--- src/rtl/rme_isqrt.sv ---
// Pipelined integer square root, one result bit per stage.
module rme_isqrt #(
  parameter int NB = 15,
  parameter int SW = 1
) (
  input  logic            clk_i,
  input  logic            en_i,
  input  logic [2*NB-1:0] rad_i,
  input  logic [SW-1:0]   side_i,
  output logic [NB-1:0]   root_o,
  output logic [SW-1:0]   side_o
);

  localparam int RW = 2 * NB;

  logic [RW-1:0] r_q  [NB];
  logic [NB-1:0] q_q  [NB];
  logic [SW-1:0] sb_q [NB];

  for (genvar k = 0; k < NB; k++) begin : g_stage
    localparam int B = NB - 1 - k;
    logic [RW-1:0] r_in;
    logic [NB-1:0] q_in;
    logic [SW-1:0] sb_in;
    logic [RW:0]   trial;
    logic [RW-1:0] r_d;
    logic [NB-1:0] q_d;

    if (k == 0) begin : g_first
      assign r_in  = rad_i;
      assign q_in  = '0;
      assign sb_in = side_i;
    end else begin : g_next
      assign r_in  = r_q[k-1];
      assign q_in  = q_q[k-1];
      assign sb_in = sb_q[k-1];
    end

    always_comb begin
      trial = ((RW+1)'(q_in) << (B + 1)) + ((RW+1)'(1) << (2 * B));
      r_d   = r_in;
      q_d   = q_in;
      if ({1'b0, r_in} >= trial) begin
        r_d = r_in - trial[RW-1:0];
        q_d = q_in | (NB'(1) << B);
      end
    end

    always_ff @(posedge clk_i) begin
      if (en_i) begin
        r_q[k]  <= r_d;
        q_q[k]  <= q_d;
        sb_q[k] <= sb_in;
      end
    end
  end

  assign root_o = q_q[NB-1];
  assign side_o = sb_q[NB-1];

endmodule

--- config.mk ---
export PLATFORM = sky130hd
export DESIGN_NAME = rme_isqrt
export DESIGN_NICKNAME = d
export VERILOG_FILES = /design/src/rtl/rme_isqrt.sv
export SDC_FILE = /design/constraint.sdc
export NUM_CORES = 1
export LEC_CHECK = 0
export BUFFER_PORTS_ARGS = -buffer_cell sky130_fd_sc_hd__buf_2
export CORE_ASPECT_RATIO = 0.5
export CORE_MARGIN = 5
export CORE_UTILIZATION = 45
export DETAILED_ROUTE_END_ITERATION = 6
export GPL_TIMING_DRIVEN = 0
export PLACE_DENSITY = 0.73
export SLEW_MARGIN = 20
export SYNTH_ARGS = -nofsm -noshare
export SYNTH_HDL_FRONTEND = slang
export SYNTH_SLANG_ARGS = --single-unit
--- constraint.sdc ---
create_clock -name clk_i -period 2.9 [get_ports clk_i]
set_input_delay 0.87 -clock clk_i [delete_from_list [all_inputs] [get_ports clk_i]]
set_output_delay 0.87 -clock clk_i [all_outputs]
set_load 0.02 [all_outputs]
**Yosys cells after proc, flatten, opt, wreduce, memory -nomap -nowiden**

Memories as Yosys holds them, arrays and structs flattened.
Index checks and enable logic that the tools add are counted.

- Bits in registers: 0
- Bits in writable memories: 690
- Input bits: 33
- Memories kept: 3

Memories:

| memory | depth | width | read ports | clocked after memory_dff | wr ports | line | source |
|---|---|---|---|---|---|---|---|
| r_q | 15 | 30 | 14 | 0 | 15 | 16 | `logic [RW-1:0] r_q [NB];` |
| q_q | 15 | 15 | 15 | 0 | 15 | 17 | `logic [NB-1:0] q_q [NB];` |
| sb_q | 15 | 1 | 15 | 0 | 15 | 18 | `logic [SW-1:0] sb_q [NB];` |

- Add/subtract/negate cells: 29
- Magnitude comparators: 15
- Multiplexer cells: 32

Operators by type and width:

| cell | count |
|---|---|
| $mux 30 | 15 |
| $add 29x27->30 const B | 1 |
| $ge 30x17->1 | 1 |
| $ge 30x18->1 | 1 |
| $ge 30x19->1 | 1 |
| $ge 30x20->1 | 1 |
| $ge 30x21->1 | 1 |
| $ge 30x22->1 | 1 |
| $ge 30x23->1 | 1 |
| $ge 30x24->1 | 1 |
| $ge 30x25->1 | 1 |
| $ge 30x26->1 | 1 |
| $ge 30x27->1 | 1 |
| $ge 30x28->1 | 1 |
| $ge 30x29->1 | 1 |
| $ge 30x29->1 const B | 1 |
| $ge 30x30->1 | 1 |
| $sub 30x17->30 | 1 |
| $sub 30x18->30 | 1 |
| $sub 30x19->30 | 1 |
| $sub 30x20->30 | 1 |
| $sub 30x21->30 | 1 |
| $sub 30x22->30 | 1 |
| $sub 30x23->30 | 1 |
| 36 further kinds | 38 |

**Logic depth before layout (Yosys ltp)**

Gate-level depths: netlist (run 1).
An unclocked memory read counts as a cell.

- Depth in word-level cells: 4
- Mapped depth: 11
- Mapped depth without buffers: 10

**Worst setup path after synthesis (run 1)**

No wires, ideal clock.

- Path type: register to register
- Start: mem r_q[1][108] (netlist bit)
- End: mem r_q[1][134] (netlist bit), data pin
- Setup time: 260 ps
- Arrival: 2,921 ps
- Required time: 2,640 ps
- Path slack: -281 ps
- Cell stages (with the launch flop): 9
- Path buffers: 2
- Period minus slack after synthesis: 3,181 ps
- Cell sequence: edfxtp_1 or4_4 or4_4 nor3_4 or4b_1 a2111o_1 buf_6 buf_6 mux2_4

RTL lines:

| element | line |
|---|---|
| start: declaration | 16 |

==> flow_results.xml, run 1 <==
<?xml version="1.0" encoding="UTF-8"?>
<metrics>
  <group name="layout">
    <metric name="multiInputGateArea" unit="mm2">0.00903</metric>
    <metric name="regArea" unit="mm2">0.0167</metric>
    <metric name="drive_above_1_share" unit="">0.134</metric>
    <metric name="antenna_cells" unit="">0</metric>
    <metric name="final_cells" unit="">2902</metric>
    <metric name="final.fill_count" unit="">4679</metric>
    <metric name="layout_commonest_cell" unit="">edfxtp_1</metric>
    <metric name="syn_to_final_growth" unit="%">14.9</metric>
    <metric name="layout.nets" unit="">2263</metric>
    <metric name="most_used_cells_in_the_layout_excluding_fill_and_tap_cells" unit="">edfxtp_1 (555), inv_1 (154), nand2_1 (137)</metric>
    <metric name="final_cell_area" unit="mm2">0.0297</metric>
  </group>
  <group name="sta">
    <metric name="timing.slew.headroom" unit="">0.514</metric>
    <metric name="grt_setup_unrepaired" unit="">yes</metric>
    <metric name="min_period_over_period" unit="">1.15</metric>
    <metric name="setup_ws" unit="ps">-435</metric>
    <metric name="worst_hold_slack" unit="ps">419</metric>
    <metric name="timing_hold_violations_final" unit="">0</metric>
    <metric name="timing.setup.tns" unit="ps">-8640</metric>
    <metric name="final-max-slew-violation-count" unit="">0</metric>
    <metric name="finalCriticalPeriod" unit="ps">3340</metric>
    <metric name="report.final.setup_viol" unit="">27</metric>
    <metric name="fmaxAchievable" unit="MHz">300</metric>
    <metric name="finClkSkew" unit="ps">17.5</metric>
    <metric name="worst-slew-pin-transition" unit="ps">723</metric>
  </group>
  <group name="routing">
    <metric name="number_of_optimization_iterations_in_the_first_detailed_route_pass" unit="">5</metric>
    <metric name="detailroute.via_count" unit="">15000</metric>
    <metric name="drc_errors" unit="">0</metric>
    <metric name="antenna_left" unit="">0</metric>
    <metric name="wirelength" unit="um">44100</metric>
    <metric name="drt_first_iter_violations" unit="">848</metric>
    <metric name="detail_route.vias_per_cell" unit="">5.18</metric>
    <metric name="avgRoutedWirePerCell" unit="um">15.2</metric>
  </group>
  <group name="status">
    <metric name="violations_in_the_final_reports" unit="">setup timing</metric>
    <metric name="status" unit="">finished with violations</metric>
  </group>
  <group name="placement">
    <metric name="dpl-instance-area" unit="mm2">0.0272</metric>
    <metric name="placed_cells" unit="">2784</metric>
    <metric name="hpwl" unit="um">30400</metric>
    <metric name="io_buffer_count" unit="">48</metric>
    <metric name="gpl.final_weighted_congestion" unit="">0.820</metric>
  </group>
  <group name="clocking">
    <metric name="clock_path_buffers" unit="">3</metric>
    <metric name="cts_made_buffers" unit="">47</metric>
    <metric name="insertion_delay" unit="ps">590</metric>
    <metric name="cts_tree" unit="">yes</metric>
    <metric name="htree_num_levels" unit="">2</metric>
    <metric name="post_cts_hold_buffer_count" unit="">0</metric>
    <metric name="worst_setup_hold_path_clk_slew" unit="ps">70</metric>
    <metric name="clock_tree.root_cell" unit="">clkbuf_16</metric>
    <metric name="clkSinkCount" unit="">555</metric>
  </group>
  <group name="logic_synthesis">
    <metric name="netlist.area_leader.share" unit="">0.644</metric>
    <metric name="ys_warn_count" unit="">0</metric>
    <metric name="synth_sequential_area_ratio" unit="">0.644</metric>
    <metric name="yosys.cell_types.count" unit="">70</metric>
    <metric name="synth-seq-cells" unit="">555</metric>
    <metric name="async_flop_share" unit="">0</metric>
    <metric name="synthesis.nets" unit="">2127</metric>
    <metric name="synth_enable_flop_cells" unit="">555</metric>
    <metric name="synth_top_cells_by_area" unit="">edfxtp_1 (64%), ha_1 (6.3%), xnor2_1 (3.0%)</metric>
    <metric name="syn_inst" unit="">1963</metric>
    <metric name="synth_top_flop_cell" unit="">edfxtp_1</metric>
    <metric name="synthDominantAreaCellType" unit="">edfxtp_1</metric>
    <metric name="post_synth.cell_area_avg" unit="um2">13.2</metric>
    <metric name="post_synthesis_cell_area" unit="mm2">0.0259</metric>
  </group>
  <group name="die">
    <metric name="fp-row-count" unit="">62</metric>
    <metric name="die_area" unit="mm2">0.0627</metric>
    <metric name="top_level_ports" unit="">49</metric>
    <metric name="overall_die_height" unit="um">180</metric>
    <metric name="coreArea" unit="mm2">0.0571</metric>
    <metric name="chipWidth" unit="um">349</metric>
    <metric name="start_util" unit="">0.453</metric>
  </group>
  <group name="grt">
    <metric name="initial_antenna_violation_count" unit="">0</metric>
    <metric name="grt_max_degree" unit="">106</metric>
    <metric name="grt_usage" unit="">0.139</metric>
    <metric name="globalRoute.totalOverflow" unit="">0</metric>
    <metric name="grt_pass1_vias" unit="">15200</metric>
    <metric name="grt_pass1_wl" unit="um">73200</metric>
  </group>
  <group name="critical_path">
    <metric name="category_of_the_worst_setup_path_capture_point" unit="">flip-flop</metric>
    <metric name="critical_path.max_stage_delay" unit="ps">560</metric>
    <metric name="cp-startpoint" unit="">r_q[1][111]</metric>
    <metric name="setup.worst_path.start_class" unit="">flip-flop</metric>
    <metric name="regToRegSetupSlack" unit="ps">-440</metric>
    <metric name="arrival" unit="ps">3670</metric>
    <metric name="cells_traversed_along_the_worst_timing_path" unit="">or4_4 -&gt; or4_4 -&gt; nor3_4 -&gt; or4b_4 -&gt; a2111o_1 -&gt; buf_6 -&gt; buf_8 -&gt; mux2_4</metric>
    <metric name="rr_startpoint" unit="">r_q[1][111]</metric>
    <metric name="path_common_cell" unit="">or4_4</metric>
    <metric name="path_delay_family" unit="">simple AND/OR/NAND/NOR gates</metric>
    <metric name="worst-path-buf-inv" unit="">2</metric>
    <metric name="cp_max_fo" unit="">5</metric>
    <metric name="crit_slowest_cell" unit="">or4_4</metric>
    <metric name="crit_type" unit="">reg2reg</metric>
    <metric name="critical_path_required" unit="ps">3230</metric>
  </group>
  <group name="job">
    <metric name="drv.max_cap_violation_count" unit="">0</metric>
  </group>
  <group name="pwr">
    <metric name="cellLeakagePower" unit="nW">11.1</metric>
    <metric name="power.net_switching" unit="W">0.00549</metric>
    <metric name="switching_part_of_the_total" unit="">0.263</metric>
    <metric name="share_comb_of_total_power" unit="">0.175</metric>
    <metric name="clkPwrFrac" unit="">0.310</metric>
    <metric name="power.density_cell_area" unit="mW/mm2">702</metric>
    <metric name="power_frac_seq" unit="">0.515</metric>
    <metric name="max-vdd-ir-drop" unit="uV">442</metric>
    <metric name="cell_internal_pwr" unit="W">0.0154</metric>
  </group>
  <group name="min_path">
    <metric name="min-delay-start" unit="">sb_q[5]</metric>
    <metric name="hold_path.class" unit="">reg2reg</metric>
  </group>
</metrics>
-- per-stage QoR --
step	power, W	utilization	setup slack, ps
after detailed placement	0.0142	0.477	-804
final	0.0209	0.521	-435
after global routing	0.0219	0.521	-481
after CTS	0.0209	0.515	-346
after floorplan	0.0133	-	-281
after global placement	0.0142	0.474	-6760
-- sequential cells by signal, summed over array words and instances (netlist names) --
| name | cells |
|---|---|
| r_q | 420 |
| q_q | 120 |
| sb_q | 15 |
-- cells by family (layout without fill, tap and decap cells) --
kind of cell | after synthesis | count (layout) | share of synthesized area
AND/OR/NAND/NOR | 558 | 558 | 0.114
flip-flops | 555 | 555 | 0.644
AO/OA/AOI/OAI | 344 | 344 | 0.0837
buffers and inverters | 182 | 353 | 0.0271
XOR/XNOR | 171 | 171 | 0.0579
adder cells (fa/ha/maj) | 131 | 131 | 0.0634
multiplexers | 22 | 22 | 0.00958
-- final timing paths --
check	endpoint	cells past startpoint
max reg2reg	r_q[1][134]	8
min	sb_q[6]	0
min reg2reg	sb_q[6]	0
max	r_q[1][134]	8
-- final cells by class --
type,count,area share
Clock buffer,54,0.0404
Timing Repair Buffer,92,0.0259
Sequential cell,555,0.561
Clock inverter,30,0.0125
Buffer,23,0.00501
Inverter,154,0.0194
Tap cell,768,0.0323
Multi-Input combinational cell,1226,0.304
-- what timing repair did --
action,4_1_cts,5_1_grt
buffers inserted,28,13
gates resized for setup,84,51
cloned,5,0
pin swaps,10,19
setup endpoints to repair,326,104
-- cells in the mapped netlist (all sizes together), types with 5 or more instances --
library cell and instances:
ha 131, xor2 81, or3 21, nor2 105
or4 15, and2 9, a21o 26, mux2i 6
inv 154, nand3 24, a211oi 16, a31o 5
xnor2 90, nand2 137, mux2 16, o21a 29
nand3b 12, o21ai 97, a31oi 12, nor4b 11
and3 5, nand4b 12, or2 6, o211ai 12
nand4 15, o31ai 11, nor4 61, nor3 53
clkbuf 24, a21oi 92, nor2b 20, nor3b 7
nand2b 33, edfxtp 555
-- power by group through the flow --
stage | clock network, W | registers (W) | logic [W]
2_1_floorplan | 0 | 0.0107 | 0.00256
6_report | 0.00648 | 0.0107 | 0.00364
3_3_place_gp | 0 | 0.0110 | 0.00321
5_1_grt | 0.00701 | 0.0109 | 0.00408
4_1_cts | 0.00667 | 0.0107 | 0.00350
3_5_place_dp | 0 | 0.0109 | 0.00333
-- metal layers --
layer  vias up  global-route usage  routed length (um)
li1       7604                   -                   -
met1      7002               0.168               18700
met2       313               0.248               21900
met3       110              0.0288                1920
met4         0              0.0504                1560
met5         -                   0                   0
Power figures use the tool's default switching activity.
==> run 2, diff against run 1 <==
- BUFFER_PORTS_ARGS: -buffer_cell sky130_fd_sc_hd__buf_2 -> -buffer_cell sky130_fd_sc_hd__clkbuf_2
==> flow_results.xml, run 2 (synthesized netlist as in run 1, its figures left out) <==
<?xml version="1.0" encoding="UTF-8"?>
<metrics>
  <group name="status">
    <metric name="status" unit="">finished with violations</metric>
    <metric name="violations_in_the_final_reports" unit="">setup timing</metric>
  </group>
  <group name="critical_path">
    <metric name="worst_r2r_endpoint" unit="">r_q[1][129]</metric>
    <metric name="ff_to_ff_path_depth" unit="">8</metric>
    <metric name="crit_type" unit="">reg2reg</metric>
    <metric name="critical_path_required" unit="ps">3240</metric>
    <metric name="crit_slowest_cell" unit="">or4_4</metric>
    <metric name="rr_startpoint" unit="">r_q[1][110]</metric>
    <metric name="path_common_cell" unit="">or4_4</metric>
    <metric name="critical_path.max_stage_delay" unit="ps">550</metric>
    <metric name="setup.worst_path.start_class" unit="">flip-flop</metric>
    <metric name="arrival" unit="ps">3570</metric>
    <metric name="category_of_the_worst_setup_path_capture_point" unit="">flip-flop</metric>
    <metric name="cells_traversed_along_the_worst_timing_path" unit="">or4_4 -&gt; or4_4 -&gt; nor3_4 -&gt; or4b_4 -&gt; a2111o_1 -&gt; buf_6 -&gt; buf_4 -&gt; mux2_2</metric>
    <metric name="cp_max_fo" unit="">9</metric>
    <metric name="regToRegSetupSlack" unit="ps">-330</metric>
  </group>
  <group name="grt">
    <metric name="grt_usage" unit="">0.137</metric>
    <metric name="globalRoute.totalOverflow" unit="">0</metric>
    <metric name="grt_max_degree" unit="">83</metric>
    <metric name="grt_pass1_vias" unit="">15000</metric>
    <metric name="initial_antenna_violation_count" unit="">0</metric>
    <metric name="grt_pass1_wl" unit="um">71800</metric>
  </group>
  <group name="placement">
    <metric name="io_buffer_count" unit="">48</metric>
    <metric name="gpl.final_weighted_congestion" unit="">0.821</metric>
    <metric name="dpl-instance-area" unit="mm2">0.0272</metric>
    <metric name="hpwl" unit="um">30600</metric>
    <metric name="pre_cts_setup_slack" unit="ps">-847</metric>
  </group>
  <group name="layout">
    <metric name="drive_above_1_share" unit="">0.122</metric>
    <metric name="layout.nets" unit="">2249</metric>
    <metric name="registers.top_by_ff_count" unit="">r_q</metric>
    <metric name="syn_to_final_growth" unit="%">14.0</metric>
    <metric name="most_used_cells_in_the_layout_excluding_fill_and_tap_cells" unit="">edfxtp_1 (555), inv_1 (154), nand2_1 (137)</metric>
    <metric name="largestRegisters" unit="">r_q: 420 flops, q_q: 120 flops, sb_q: 15 flops</metric>
    <metric name="antenna_cells" unit="">0</metric>
    <metric name="final_cell_area" unit="mm2">0.0295</metric>
    <metric name="largest_reg_flops" unit="">420</metric>
    <metric name="layout_commonest_cell" unit="">edfxtp_1</metric>
  </group>
  <group name="sta">
    <metric name="finClkSkew" unit="ps">22.7</metric>
    <metric name="worst_hold_slack" unit="ps">416</metric>
    <metric name="report.final.setup_viol" unit="">27</metric>
    <metric name="fmaxAchievable" unit="MHz">309</metric>
    <metric name="min_period_over_period" unit="">1.11</metric>
    <metric name="setup_ws" unit="ps">-333</metric>
    <metric name="timing.slew.headroom" unit="">0.507</metric>
    <metric name="worst-slew-pin-transition" unit="ps">733</metric>
    <metric name="timing_hold_violations_final" unit="">0</metric>
    <metric name="finalCriticalPeriod" unit="ps">3230</metric>
    <metric name="timing.setup.tns" unit="ps">-6230</metric>
    <metric name="final-max-slew-violation-count" unit="">0</metric>
    <metric name="grt_setup_unrepaired" unit="">yes</metric>
  </group>
  <group name="routing">
    <metric name="avgRoutedWirePerCell" unit="um">15.2</metric>
    <metric name="detail_route.vias_per_cell" unit="">5.19</metric>
    <metric name="wirelength" unit="um">43800</metric>
    <metric name="drc_errors" unit="">0</metric>
    <metric name="antenna_left" unit="">0</metric>
    <metric name="drt_first_iter_violations" unit="">1018</metric>
    <metric name="detailroute.via_count" unit="">15000</metric>
    <metric name="number_of_optimization_iterations_in_the_first_detailed_route_pass" unit="">7</metric>
  </group>
  <group name="pwr">
    <metric name="power.density_cell_area" unit="mW/mm2">698</metric>
    <metric name="cellLeakagePower" unit="nW">11.0</metric>
    <metric name="power.total" unit="W">0.0206</metric>
    <metric name="max-vdd-ir-drop" unit="uV">418</metric>
  </group>
  <group name="clocking">
    <metric name="clkSinkCount" unit="">555</metric>
    <metric name="insertion_delay" unit="ps">600</metric>
    <metric name="clock_path_buffers" unit="">3</metric>
    <metric name="clock_tree.root_cell" unit="">clkbuf_16</metric>
    <metric name="cts_tree" unit="">yes</metric>
    <metric name="worst_setup_hold_path_clk_slew" unit="ps">60</metric>
    <metric name="htree_num_levels" unit="">2</metric>
    <metric name="cts_made_buffers" unit="">47</metric>
  </group>
  <group name="job">
    <metric name="drv.max_cap_violation_count" unit="">0</metric>
  </group>
  <group name="min_path">
    <metric name="whs_endpoint" unit="">sb_q[4]</metric>
    <metric name="min_path_cells" unit="">0</metric>
    <metric name="min-delay-start" unit="">sb_q[3]</metric>
    <metric name="hold_path.class" unit="">reg2reg</metric>
  </group>
  <group name="die">
    <metric name="fp-row-count" unit="">62</metric>
    <metric name="die_area" unit="mm2">0.0627</metric>
    <metric name="overall_die_height" unit="um">180</metric>
    <metric name="start_util" unit="">0.453</metric>
    <metric name="top_level_ports" unit="">49</metric>
    <metric name="chipWidth" unit="um">349</metric>
    <metric name="coreArea" unit="mm2">0.0571</metric>
  </group>
</metrics>
==> run 2: cell count changes in the layout (fill, tap and decap cells not counted), sizes merged, moves of 2 or more <==
| cell | change |
|---|---|
| bufbuf | +2 |
| buf | -64 |
| clkbuf | +51 |
| bufinv | -2 |
==> run 2: worst max path at each step <==
stage,from,to
detailed placement,en_i,r_q[0][28]
global placement,en_i,q_q[0][14]
finish,r_q[1][110],r_q[1][129]
global route,r_q[1][110],r_q[1][136]
floorplan,r_q[1][108],r_q[1][134]
CTS,r_q[1][111],r_q[1][136]
==> run 2: layer usage <==
layer / global-route usage / part of all wire / up-vias
met2: 0.241 / 0.49 / 276
met5: 0 / 0 / -
li1: - / - / 7575
met3: 0.0285 / 0.043 / 116
met1: 0.167 / 0.43 / 7018
met4: 0.0501 / 0.037 / 0
==> run 2: critical path: cells and delay by family, from the launching register on <==
family | cells | cell delay [ps]
AOI/OAI and AO/OA | 1 | 370
DFF | 1 | 390
buffers and inverters | 2 | 310
muxes | 1 | 260
and+or+nand+nor | 4 | 1630
==> run 2: repair_timing <==
item | in CTS | in global routing
setup buffers | 13 | 6
endpoints found under the setup margin | 324 | 169
pin swaps | 6 | 8
hold buffers | 0 | 0
gates cloned | 3 | 2
resized for setup | 44 | 63
==> run 2: stage by stage <==
step	std cells	util
after floorplan	1963	-
after global placement	2779	0.474
after detailed placement	2785	0.477
after CTS	2882	0.510
after global routing	2888	0.516
final	2888	0.516
==> run 2: final cells by class <==
cell class | instances | area [um2]
fillers | 4743 | 27600
flip-flops and latches | 555 | 16700
multi-input cells | 1226 | 8910
clock buffers | 57 | 1210
well taps | 768 | 961
repair buffers | 78 | 704
inverters | 154 | 578
clock inverters | 27 | 287
plain buffers | 23 | 154
==> run 2: report_power, final <==
part / internal, W / switching (W) / leakage [nW]
clock network: 0.00344 / 0.00280 / 0.730
logic: 0.00164 / 0.00196 / 4.97
registers: 0.0101 / 0.000639 / 5.32
